--- src/design/assert_macros.svh ---
// ----------------------------------------------------------------------------
// assert_macros.svh
// Assertion shorthands. They compile away when SYNTH is set.
// ----------------------------------------------------------------------------
`ifndef ASSERT_MACROS_SVH
`define ASSERT_MACROS_SVH

`ifndef SYNTH

// same-cycle implication, sampled on clk, off while arst_n is low
`define ASSERT_IMPLY(label, pre, post) \
	label: assert property (@(posedge clk) disable iff (!arst_n) (pre) |-> (post)) \
		else $error("same-cycle implication violated");

// next-cycle implication
`define ASSERT_NEXT(label, pre, post) \
	label: assert property (@(posedge clk) disable iff (!arst_n) (pre) |=> (post)) \
		else $error("next-cycle implication violated");

`else

`define ASSERT_IMPLY(label, pre, post)
`define ASSERT_NEXT(label, pre, post)

`endif

`endif

--- src/design/wrms_pkg.sv ---
// ----------------------------------------------------------------------------
// wrms_pkg
// Shared widths, register indexes and the front-to-back queue entry.
// ----------------------------------------------------------------------------
package wrms_pkg;

	localparam int MID_W   = 10;   // mid_offset register
	localparam int GAIN_W  = 16;   // Q4.12 gains
	localparam int DATA_W  = 16;   // config write data, widest register
	localparam int IDX_W   = 2;    // config register index
	localparam int SUM_W   = 43;   // square accumulator
	localparam int RMS_W   = 18;   // result
	localparam int ROOT_W  = 22;   // root of a SUM_W-bit value (SUM_W padded to even)
	localparam int STEP_W  = 6;    // holds ROOT_W - 1
	localparam int SB_MAX  = 12;   // widest supported sample

	localparam logic [MID_W-1:0]  MID_RST   = MID_W'(512);
	localparam logic [GAIN_W-1:0] VGAIN_RST = GAIN_W'(4396);
	localparam logic [GAIN_W-1:0] IGAIN_RST = GAIN_W'(2299);

	typedef enum logic [IDX_W-1:0] {
		REG_MID_OFFSET     = 2'd0,
		REG_VOLTAGE_GAIN   = 2'd1,
		REG_CURRENT_GAIN   = 2'd2,
		REG_CHANNEL_SELECT = 2'd3
	} cfg_reg_t;

	// one closed window waiting for the root unit
	typedef struct packed {
		logic [SUM_W-1:0] sum;
		logic             chan;
	} wrms_entry_t;

endpackage

--- src/design/windowed_rms_meter.sv ---
// ----------------------------------------------------------------------------
// windowed_rms_meter
// True RMS of WINDOW converter samples, offset removed and gain scaled.
//   Input beat: sample, on sample_valid/sample_ready. One result beat
//   (rms_value, from_channel) per WINDOW samples on result_valid/result_ready.
//   Config: cfg_we/cfg_index/cfg_data, one register per cycle, no wait.
//   Front: a sample is accepted per cycle while sample_ready is high;
//   scale, square and accumulate follow as registered stages. A window's
//   last sample holds the input off until its sum reaches the two-entry
//   queue, and a full queue also holds it off.
//   Back: serial root of the window sum against WINDOW * root^2 (no divide),
//   then the result register, which drives result_valid. The root unit takes
//   a new window only after the last one is loaded into the result register.
//   A stalled result waits in its register while the back works on the next.
//   Reset: registers to defaults, accumulator and window count cleared.
// ----------------------------------------------------------------------------
`include "assert_macros.svh"

module windowed_rms_meter import wrms_pkg::*; #(
	parameter int WINDOW      = 40,
	parameter int SAMPLE_BITS = 10
) (
	input  logic                   clk,
	input  logic                   arst_n,
	input  logic                   cfg_we,
	input  logic [IDX_W-1:0]       cfg_index,
	input  logic [DATA_W-1:0]      cfg_data,
	input  logic                   sample_valid,
	output logic                   sample_ready,
	input  logic [SAMPLE_BITS-1:0] sample,
	output logic                   result_valid,
	input  logic                   result_ready,
	output logic [RMS_W-1:0]       rms_value,
	output logic                   from_channel
);

	logic        q_push, q_pop, q_full, q_empty;
	wrms_entry_t push_entry, pop_entry;

	// front: config, scale/square pipeline, accumulator
	wrms_front #(
		.WINDOW      (WINDOW),
		.SAMPLE_BITS (SAMPLE_BITS)
	) u_front (
		.clk          (clk),
		.arst_n       (arst_n),
		.cfg_we       (cfg_we),
		.cfg_index    (cfg_index),
		.cfg_data     (cfg_data),
		.sample_valid (sample_valid),
		.sample_ready (sample_ready),
		.sample       (sample),
		.q_full       (q_full),
		.push         (q_push),
		.push_entry   (push_entry)
	);

	// closed windows wait here
	wrms_queue u_queue (
		.clk        (clk),
		.arst_n     (arst_n),
		.push       (q_push),
		.push_entry (push_entry),
		.pop        (q_pop),
		.pop_entry  (pop_entry),
		.full       (q_full),
		.empty      (q_empty)
	);

	// back: mean and root, result register
	wrms_back #(
		.WINDOW (WINDOW)
	) u_back (
		.clk          (clk),
		.arst_n       (arst_n),
		.q_empty      (q_empty),
		.q_entry      (pop_entry),
		.pop          (q_pop),
		.result_valid (result_valid),
		.result_ready (result_ready),
		.rms_value    (rms_value),
		.from_channel (from_channel)
	);

	// queue never overruns or underruns
	`ASSERT_IMPLY(a_no_push_full, q_push, !q_full)
	`ASSERT_IMPLY(a_no_pop_empty, q_pop, !q_empty)
	// input held off while the queue has no room
	`ASSERT_IMPLY(a_full_blocks_input, q_full, !sample_ready)
	// a pushed window is visible to the back next cycle
	`ASSERT_NEXT(a_push_lands, q_push, !q_empty)

endmodule

--- src/design/wrms_front.sv ---
// ----------------------------------------------------------------------------
// wrms_front
// Config registers, offset/gain/square pipeline, window accumulator.
// ----------------------------------------------------------------------------
module wrms_front import wrms_pkg::*; #(
	parameter int WINDOW      = 40,
	parameter int SAMPLE_BITS = 10
) (
	input  logic                   clk,
	input  logic                   arst_n,
	input  logic                   cfg_we,
	input  logic [IDX_W-1:0]       cfg_index,
	input  logic [DATA_W-1:0]      cfg_data,
	input  logic                   sample_valid,
	output logic                   sample_ready,
	input  logic [SAMPLE_BITS-1:0] sample,
	input  logic                   q_full,
	output logic                   push,
	output wrms_entry_t            push_entry
);

	localparam int CNT_W  = (WINDOW > 1) ? $clog2(WINDOW) : 1;
	localparam int PROD_W = SAMPLE_BITS + GAIN_W;
	localparam int MAG_W  = PROD_W - 8;
	localparam int SQ_W   = 2 * MAG_W;
	localparam logic [CNT_W-1:0] CNT_LAST = CNT_W'(WINDOW - 1);

	logic [MID_W-1:0]  mid_q;
	logic [GAIN_W-1:0] vgain_q, igain_q;
	logic              chsel_q;
	logic [CNT_W-1:0]  cnt_q;
	logic [SUM_W-1:0]  sum_q;

	logic                   v_s1, last_s1, chan_s1;
	logic [SAMPLE_BITS-1:0] absd_s1;
	logic [GAIN_W-1:0]      gain_s1;
	logic                   v_s2, last_s2, chan_s2;
	logic [MAG_W-1:0]       mag_s2;
	logic                   v_s3, last_s3, chan_s3;
	logic [SQ_W-1:0]        sq_s3;

	logic [SB_MAX-1:0]      mid_wide;
	logic [SAMPLE_BITS-1:0] mid_s, absd;
	logic                   accept, last_in;
	logic [PROD_W-1:0]      prod, prod_rnd;
	logic [SUM_W:0]         sum_ext;
	logic [SUM_W-1:0]       sum_sat;

	// config writes
	always_ff @(posedge clk or negedge arst_n) begin
		if (!arst_n) begin
			mid_q   <= MID_RST;
			vgain_q <= VGAIN_RST;
			igain_q <= IGAIN_RST;
			chsel_q <= 1'b0;
		end else if (cfg_we) begin
			unique case (cfg_reg_t'(cfg_index))
				REG_MID_OFFSET:     mid_q   <= cfg_data[MID_W-1:0];
				REG_VOLTAGE_GAIN:   vgain_q <= cfg_data[GAIN_W-1:0];
				REG_CURRENT_GAIN:   igain_q <= cfg_data[GAIN_W-1:0];
				REG_CHANNEL_SELECT: chsel_q <= cfg_data[0];
			endcase
		end
	end

	// offset taken in sample width
	assign mid_wide = {{(SB_MAX - MID_W){1'b0}}, mid_q};
	assign mid_s    = mid_wide[SAMPLE_BITS-1:0];
	assign absd     = (sample >= mid_s) ? (sample - mid_s) : (mid_s - sample);

	// only one window close in flight, so the queue can always take it
	assign sample_ready = !q_full && !(v_s1 && last_s1) && !(v_s2 && last_s2)
		&& !(v_s3 && last_s3);
	assign accept  = sample_valid && sample_ready;
	assign last_in = (cnt_q == CNT_LAST);

	always_ff @(posedge clk or negedge arst_n) begin
		if (!arst_n) begin
			cnt_q <= '0;
			v_s1  <= 1'b0;
			v_s2  <= 1'b0;
			v_s3  <= 1'b0;
		end else begin
			if (accept) begin
				cnt_q <= last_in ? '0 : cnt_q + CNT_W'(1);
			end
			v_s1 <= accept;
			v_s2 <= v_s1;
			v_s3 <= v_s2;
		end
	end

	assign prod     = PROD_W'(absd_s1) * PROD_W'(gain_s1);
	assign prod_rnd = prod + PROD_W'(128);

	always_ff @(posedge clk) begin
		absd_s1 <= absd;
		gain_s1 <= chsel_q ? igain_q : vgain_q;
		last_s1 <= last_in;
		chan_s1 <= chsel_q;
		mag_s2  <= prod_rnd[PROD_W-1:8];
		last_s2 <= last_s1;
		chan_s2 <= chan_s1;
		sq_s3   <= SQ_W'(mag_s2) * SQ_W'(mag_s2);
		last_s3 <= last_s2;
		chan_s3 <= chan_s2;
	end

	// saturating accumulate
	assign sum_ext = {1'b0, sum_q} + (SUM_W + 1)'(sq_s3);
	assign sum_sat = sum_ext[SUM_W] ? {SUM_W{1'b1}} : sum_ext[SUM_W-1:0];

	always_ff @(posedge clk or negedge arst_n) begin
		if (!arst_n) begin
			sum_q <= '0;
		end else if (v_s3) begin
			sum_q <= last_s3 ? '0 : sum_sat;
		end
	end

	assign push            = v_s3 && last_s3;
	assign push_entry.sum  = sum_sat;
	assign push_entry.chan = chan_s3;

endmodule

--- src/design/wrms_queue.sv ---
// ----------------------------------------------------------------------------
// wrms_queue
// Two-entry FIFO of closed windows between front and back.
// ----------------------------------------------------------------------------
module wrms_queue import wrms_pkg::*; (
	input  logic        clk,
	input  logic        arst_n,
	input  logic        push,
	input  wrms_entry_t push_entry,
	input  logic        pop,
	output wrms_entry_t pop_entry,
	output logic        full,
	output logic        empty
);

	wrms_entry_t mem_q [2];
	logic        wr_ptr_q, rd_ptr_q;
	logic [1:0]  count_q;

	always_ff @(posedge clk) begin
		if (push) begin
			mem_q[wr_ptr_q] <= push_entry;
		end
	end

	always_ff @(posedge clk or negedge arst_n) begin
		if (!arst_n) begin
			wr_ptr_q <= 1'b0;
			rd_ptr_q <= 1'b0;
			count_q  <= '0;
		end else begin
			if (push) wr_ptr_q <= !wr_ptr_q;
			if (pop)  rd_ptr_q <= !rd_ptr_q;
			count_q <= count_q + 2'(push) - 2'(pop);
		end
	end

	assign pop_entry = mem_q[rd_ptr_q];
	assign full      = (count_q == 2'd2);
	assign empty     = (count_q == 2'd0);

endmodule

--- src/design/wrms_back.sv ---
// ----------------------------------------------------------------------------
// wrms_back
// Bit-pair square root of the window mean, result register.
// ----------------------------------------------------------------------------
module wrms_back import wrms_pkg::*; #(
	parameter int WINDOW = 40
) (
	input  logic             clk,
	input  logic             arst_n,
	input  logic             q_empty,
	input  wrms_entry_t      q_entry,
	output logic             pop,
	output logic             result_valid,
	input  logic             result_ready,
	output logic [RMS_W-1:0] rms_value,
	output logic             from_channel
);

	// floor(sqrt(floor(S / WINDOW))) is the largest r with WINDOW * r * r <= S,
	// so the root runs on S directly with every trial scaled by WINDOW
	localparam int RW   = $clog2(WINDOW + 1) + 1;
	localparam int WR_W = ROOT_W + RW;
	localparam int SR_W = WR_W + 2;
	localparam int WK_W = 2 * ROOT_W;
	localparam logic [SR_W-1:0]   WIN_TRIAL  = SR_W'(WINDOW);
	localparam logic [WR_W-1:0]   WIN_STEP   = WR_W'(WINDOW);
	localparam logic [STEP_W-1:0] ROOT_STEPS = STEP_W'(ROOT_W - 1);
	localparam logic [ROOT_W-1:0] RMS_MAX    = ROOT_W'({RMS_W{1'b1}});

	typedef enum logic [2:0] {
		ST_IDLE = 3'b001,
		ST_ROOT = 3'b010,
		ST_DONE = 3'b100
	} state_t;

	state_t            state_q;
	logic [WK_W-1:0]   work_q;
	logic [SR_W-1:0]   srem_q;
	logic [ROOT_W-1:0] root_q;
	logic [WR_W-1:0]   wroot_q;   // WINDOW * root_q
	logic [STEP_W-1:0] step_q;
	logic              chan_q;
	logic              res_valid_q;
	logic [RMS_W-1:0]  rms_q;
	logic              res_chan_q;

	logic [SR_W-1:0] srem_sh, trial;
	logic            root_ge;
	logic            load;

	// root step: bring down next bit pair, trial is WINDOW * (4 * root + 1)
	assign srem_sh = {srem_q[SR_W-3:0], work_q[WK_W-1 -: 2]};
	assign trial   = {wroot_q, 2'b00} + WIN_TRIAL;
	assign root_ge = (srem_sh >= trial);

	assign pop  = (state_q == ST_IDLE) && !q_empty;
	assign load = (state_q == ST_DONE) && (!res_valid_q || result_ready);

	always_ff @(posedge clk or negedge arst_n) begin
		if (!arst_n) begin
			state_q <= ST_IDLE;
			step_q  <= '0;
		end else begin
			unique case (state_q)
				ST_IDLE: begin
					if (!q_empty) begin
						state_q <= ST_ROOT;
						step_q  <= ROOT_STEPS;
					end
				end
				ST_ROOT: begin
					if (step_q == '0) begin
						state_q <= ST_DONE;
					end else begin
						step_q <= step_q - STEP_W'(1);
					end
				end
				ST_DONE: begin
					if (load) state_q <= ST_IDLE;
				end
				default: state_q <= ST_IDLE;
			endcase
		end
	end

	// datapath
	always_ff @(posedge clk) begin
		unique case (state_q)
			ST_IDLE: begin
				work_q  <= {{(WK_W - SUM_W){1'b0}}, q_entry.sum};
				srem_q  <= '0;
				root_q  <= '0;
				wroot_q <= '0;
				chan_q  <= q_entry.chan;
			end
			ST_ROOT: begin
				srem_q  <= root_ge ? (srem_sh - trial) : srem_sh;
				root_q  <= {root_q[ROOT_W-2:0], root_ge};
				wroot_q <= {wroot_q[WR_W-2:0], 1'b0} + (root_ge ? WIN_STEP : {WR_W{1'b0}});
				work_q  <= {work_q[WK_W-3:0], 2'b00};
			end
			ST_DONE: begin
			end
			default: begin
			end
		endcase
	end

	// result register; back may start the next window while this one waits
	always_ff @(posedge clk or negedge arst_n) begin
		if (!arst_n) begin
			res_valid_q <= 1'b0;
		end else if (load) begin
			res_valid_q <= 1'b1;
		end else if (result_ready) begin
			res_valid_q <= 1'b0;
		end
	end

	always_ff @(posedge clk) begin
		if (load) begin
			rms_q      <= (root_q > RMS_MAX) ? {RMS_W{1'b1}} : root_q[RMS_W-1:0];
			res_chan_q <= chan_q;
		end
	end

	assign result_valid = res_valid_q;
	assign rms_value    = rms_q;
	assign from_channel = res_chan_q;

endmodule

--- config.mk ---
export PLATFORM = sky130hd
export DESIGN_NAME = windowed_rms_meter
export DESIGN_NICKNAME = d
export VERILOG_FILES = /design/src/design/wrms_pkg.sv /design/src/design/windowed_rms_meter.sv /design/src/design/wrms_front.sv /design/src/design/wrms_queue.sv /design/src/design/wrms_back.sv
export VERILOG_INCLUDE_DIRS = /design/src /design/src/design
export SDC_FILE = /design/constraint.sdc
export NUM_CORES = 2
export LEC_CHECK = 0
export ABC_AREA = 1
export BUFFER_PORTS_ARGS = -buffer_cell sky130_fd_sc_hd__buf_2
export CORE_MARGIN = 2
export CORE_UTILIZATION = 60
export CTS_CLUSTER_DIAMETER = 80
export CTS_CLUSTER_SIZE = 16
export DETAILED_ROUTE_END_ITERATION = 10
export GPL_ROUTABILITY_DRIVEN = 0
export GPL_TIMING_DRIVEN = 1
export PLACE_DENSITY = 0.76
export SETUP_SLACK_MARGIN = 0.05
export SYNTH_ARGS = -nofsm -noshare
export SYNTH_HDL_FRONTEND = slang
export SYNTH_SLANG_ARGS = --single-unit
--- constraint.sdc ---
create_clock -name clk -period 6.75 [get_ports clk]
set_clock_uncertainty 0.1 [all_clocks]
set_input_delay 0.3375 -clock clk [delete_from_list [all_inputs] [get_ports clk]]
set_output_delay 0.3375 -clock clk [all_outputs]
set_load 0.05 [all_outputs]
# Word-level counts from Yosys, hierarchy flattened
# Memories as Yosys holds them, arrays and structs flattened.
# Cells that the tools add are included.
# totals
mem_bits_rw	88
memories	1
out_inout_bits	21
wordCells	112
regBits	339
inputBits	33
# memory_table
name	words	word_bits	rd	rd_ports_with_merged_regs	wr	line	rtl
u_queue.mem_q	2	44	1	0	1	wrms_queue.sv:16	wrms_entry_t mem_q [2];
# op_classes
mul	2
n_lt_le_gt_ge	3
n_reduce_logical	29
mux	22
n_addsub	11
n_eq_ne	12
# ops
op	n
29-bit case mux with 2 select lines	2
44-bit case mux with 2 select lines	1
43-bit two-way mux	2
43-bit by 36-bit adder with 44-bit output	1
22-bit case mux with 2 select lines	1
18-bit by 18-bit multiplier with 36-bit output	1
31-bit by 6-bit adder with 31-bit output, second input constant	1
31-bit greater-or-equal comparator	1
29-bit adder	1
29-bit two-way mux	1
29-bit subtractor	1
26-bit by 8-bit adder with 26-bit output, second input constant	1
10-bit by 16-bit multiplier with 26-bit output	1
6-bit two-way mux	4
22-bit by 18-bit > comparator with 1-bit output, second input constant	1
10-bit subtractor	2
16-bit two-way mux	1
6-bit case mux with 2 select lines	1
10-bit greater-or-equal comparator	1
10-bit two-way mux	1
1-bit logical AND	9
3-bit two-way mux	3
3-bit case mux with 3 select lines	1
1-bit logical NOT	8
19 further kinds	32

# Depth between registers and ports, before layout
# depth
ltp_word	6
ltp_mapped	31
ltp_nobuf	29

# By module
# Synthesis repeated with hierarchy kept, for this count alone.
# unflattened
hier_cells	4733
hier_area_um2	37380.9
# modules_own_cells
mod	n_inst	cells_per_inst	seq_area_each_um2	area_per_inst_um2
wrms_front	1	3342	4096.4	24925.2
wrms_back	1	1136	4425.5	8961.1
wrms_queue	1	255	2742.6	3494.6

# Worst setup path before layout
# Ideal clock, no wire load.
# synth_path
path_kind	flip-flop to flip-flop
from	register u_front.mag_s2[6]
to	register u_front.sq_s3[34]
path_buffers	2
required_ns	6.578
period_less_slack_ns	5.688
setup_ns	0.072
setup_slack_ns	1.062
arrival_ns	5.516
stages_incl_launch_ff	21
cell_sequence	dfxtp_1 clkbuf_1 buf_1 nand2_1 fa_1 inv_1 fa_1 fa_1 fa_1 fa_1 inv_1 fa_1 inv_1 ha_1 nand2_1 nor2_1 nand2_1 o21ai_0 nand3_1 nand2_1 xor2_1
# synth_via
elab_chain_len	1
# synth_lines
element	line	rtl
from (decl)	wrms_front.sv:38	logic [MAG_W-1:0] mag_s2;
from (signal assigned)	wrms_front.sv:101	mag_s2 <= prod_rnd[PROD_W-1:8];
18-bit by 18-bit multiplier with 36-bit output	wrms_front.sv:104	sq_s3 <= SQ_W'(mag_s2) * SQ_W'(mag_s2);
to (signal assigned)	wrms_front.sv:104	
to (decl)	wrms_front.sv:40	logic [SQ_W-1:0] sq_s3;
# No other way between the ends.
# A chain may end at the register's enable or synchronous reset.

# Worst setup path after layout
# Ends and elaborated chain as after synthesis.

==> impl_summary.log <==
INFO  metric run_status = completed
INFO  metric synth_area_leaders = edfxtp_1 (19%), fa_1 (18%), nand2_1 (13%)
INFO  metric yosys_warnings = 0
INFO  metric synthesis.instances = 4,547
INFO  metric ys_top_cells_by_count = nand2_1 (1,242), inv_1 (994), fa_1 (335)
INFO  metric rows = 90
INFO  metric max-clock-path-buffers = 3
INFO  metric dp_hpwl = 64,700 um
INFO  metric setup_viol = 0
INFO  metric drtPass1Iterations = 6
INFO  metric worst_r2r_path_depth = 18
INFO  metric htree_num_levels = 2
INFO  metric dieWidth = 251 um
INFO  metric grt.total_usage = 27.1%
INFO  metric core_area = 60,500 um^2
INFO  metric tritoncts_clock_tree = built
INFO  metric first_global_vias = 28,411
INFO  metric starting_density = 60.7%
INFO  metric synth-edff-count = 227
INFO  metric setup.reg_to_reg.worst_slack = 0.72 ns
INFO  metric grt-ovfl-total = 0
INFO  metric final.period_utilization = 89.3%
INFO  metric drv_cap = 0
INFO  metric biggest_fanout_along_the_worst_timing_path = 13
INFO  metric worst_ep_required_time = 7.09 ns
INFO  metric insertion_delay = 0.57 ns
INFO  metric ys_dominant_reg_cell = edfxtp_1
INFO  metric io_buffers = 53
INFO  metric synth_top_area_share = 18.6%
INFO  metric synth_sequential_area_ratio = 30.7%
INFO  metric muxShareOfSynthArea = 0.522%
INFO  metric synth_compound_area_share = 6.25%
INFO  metric timing_worst_setup_path_type = flip-flop to flip-flop
INFO  metric maxClockFrequency = 166 MHz
INFO  metric layout-area-overhead-vs-synth = 5.89%
INFO  metric timing.final.hold_violations = 0
INFO  metric holdPathStages = 4
INFO  metric post-cts-setup-buffers = 0
INFO  metric grt_setup_unrepaired = false
INFO  metric hold_start = sample_valid
INFO  metric netlist-cell-type-count = 55
INFO  metric r2r_start = u_front.mag_s2[6]
INFO  metric filler_cell_count = 5,047
INFO  metric r2r_end = u_front.sq_s3[34]
INFO  metric worst_slew_margin_rel = 31.8%
INFO  metric worst_setup_path_end_kind = flip-flop
INFO  metric design.portCount = 54
INFO  metric synth_fp_nets = 5,182
INFO  metric synthesis.area_per_instance = 8.07 um^2
INFO  metric pin_count_of_the_biggest_net_entering_global_routing = 76
INFO  metric cts_resized = 0
INFO  metric synth.ff_latch_count = 421
INFO  metric synth_largest_area_cell = edfxtp_1
INFO  metric syn-cell-area = 36,700 um^2
INFO  metric clock-root-buffer = clkbuf_16
INFO  metric worst-endpoint-arrival = 6.37 ns
INFO  metric clock_sinks = 421
INFO  metric xor_and_xnor_area_share_after_synthesis = 3.13%
INFO  metric drc = 0
INFO  metric path_clk_slew = 0.07 ns
INFO  metric slew_viol_final = 0
INFO  metric via_count = 28,462
INFO  metric dr.first_iter.drc_count = 1,987
INFO  metric crit_path_start_kind = flip-flop
INFO  metric post_synth_fa_ha_maj_area_fraction = 27.4%
INFO  metric floorplan.die_area = 63,200 um^2
INFO  metric hold_class = input port to flip-flop
INFO  metric tns = 0 ns
INFO  metric ant_nets = 0
INFO  metric antenna_found_initial = 2
INFO  metric detail_route.wirelength = 83,500 um
INFO  metric synth_async_sr_flop_share = 25.9%
INFO  metric num-nets-final = 5,181
INFO  metric worst_pin_slew = 1.02 ns
INFO  metric die_y = 251 um
INFO  metric vias_per_cell = 5.31
INFO  metric numCtsBuffers = 35
INFO  metric share_of_final_layout_standard_cells_stronger_than_drive_strength_1 = 4.85%
INFO  metric mean_routed_wirelength_per_cell = 15.6 um
INFO  metric yosys.cell_count.top_type = nand2_1
INFO  metric largest_family_of_logic_cells_by_synthesized_area = adder cells
INFO  metric final.min_clock_period = 6.03 ns
INFO  metric synth_simple_gate_area_share = 20.2%
INFO  metric grt_first_pass_wirelength = 139,000 um
INFO  metric holdPathEnd = u_front.cnt_q[1]
cells in the final DEF, fill, tap and decap left out, types with 18 or more instances in the layout:
cell type | synthesis | layout
xnor2_1 | 35 | 35
a31oi_1 | 44 | 44
edfxtp_1 | 227 | 227
nor2_1 | 319 | 317
xor2_1 | 96 | 96
inv_1 | 994 | 994
a21oi_1 | 150 | 150
clkbuf_16 | 0 | 35
nand4_1 | 30 | 30
dfxtp_1 | 85 | 85
nand3_1 | 136 | 136
nor3_1 | 32 | 31
buf_2 | 3 | 52
o21ai_0 | 152 | 152
buf_4 | 3 | 24
dlygate4sd3_1 | 0 | 20
nand2_1 | 1242 | 1241
ha_1 | 267 | 267
dfrtp_1 | 94 | 94
fa_1 | 335 | 335
clkbuf_1 | 105 | 18
worst max-delay path by stage:
stage	cells past startpoint	to	start	slack (ns)
final	18	u_front.sq_s3[34]	u_front.mag_s2[6]	0.72
after CTS	18	u_front.sq_s3[34]	u_front.mag_s2[6]	0.74
after detailed placement	18	u_front.sq_s3[34]	u_front.mag_s2[6]	0.77
after global routing	20	u_front.sq_s3[32]	u_front.mag_s2[6]	0.43
after floorplan	20	u_front.sq_s3[34]	u_front.mag_s2[6]	1.06
after global placement	18	u_front.sq_s3[34]	u_front.mag_s2[16]	0.86
worst max-delay path, cell delays in order, from the launching register on:
cell and delay (ns):
dfxtp_1 0.69, buf_4 0.28, nand2_1 0.12, fa_1 0.60, inv_1 0.06, fa_1 0.50
fa_1 0.53, fa_1 0.54, fa_1 0.55, inv_1 0.05, fa_1 0.55, inv_1 0.05
ha_1 0.37, a21oi_1 0.22, o21ai_0 0.15, a21o_1 0.20, a21oi_1 0.12, nand2_1 0.08
xor2_1 0.14
flip-flops by register name, summed over array words and instances, names as in the netlist, 10 cells and up:
signal / flops
u_queue.mem_q: 88
u_back.work_q: 44
u_front.sum_q: 43
u_front.sq_s3: 35
u_back.srem_q: 29
u_back.wroot_q: 24
u_back.root_q: 22
u_back.rms_value: 18
u_front.mag_s2: 18
u_front.gain_s1: 16
u_front.igain_q: 16
u_front.vgain_q: 16
u_front.absd_s1: 10
u_front.mid_q: 10
through the flow:
| step | util [%] | instance area, um^2 | std cells | hold WS [ns] | setup WS (ns) |
|---|---|---|---|---|---|
| after floorplan | - | 36700 | 4547 | -0.0581 | 1.06 |
| after global placement | 62.1 | 37600 | 5271 | 0.214 | 0.862 |
| after detailed placement | 62.1 | 37600 | 5271 | 0.213 | 0.769 |
| after CTS | 64.3 | 38900 | 5355 | 0.0154 | 0.743 |
| after global routing | 64.3 | 38900 | 5357 | 0.0621 | 0.427 |
| final | 64.3 | 38900 | 5357 | 0.0403 | 0.720 |
area by class of cell:
class	instances	area (um^2)	area share [%]
clock inverter	10	126	0.325
clock buffer	54	957	2.46
antenna	2	5.00	0.0129
inverter	1005	3770	9.71
multi-input combinational	2987	21100	54.3
sequential	421	11300	29.0
tap	782	978	2.52
timing repair buffer	96	641	1.65
routing by layer:
metal	global-route usage (%)	part of all wire (%)	vias up
li1	-	-	13898
met1	35.0	42	13410
met2	46.2	48	925
met3	3.31	5.5	229
met4	11.6	4.3	0
met5	0	0	-
cell families after synthesis:
group,count (synthesis)
buf+inv,1139
mux,17
fa+ha+maj,602
simple gates,1821
flops,421
compound gates,416
xor+xnor,131
what timing repair did:
item / in CTS / in global routing
endpoints found under the setup margin: 0 / 0
hold buffers: 20 / 0
hold endpoints to repair: 86 / 0
Power is not shown: default switching activity piles up to over one toggle a cycle in this logic, so the estimate is an artifact.
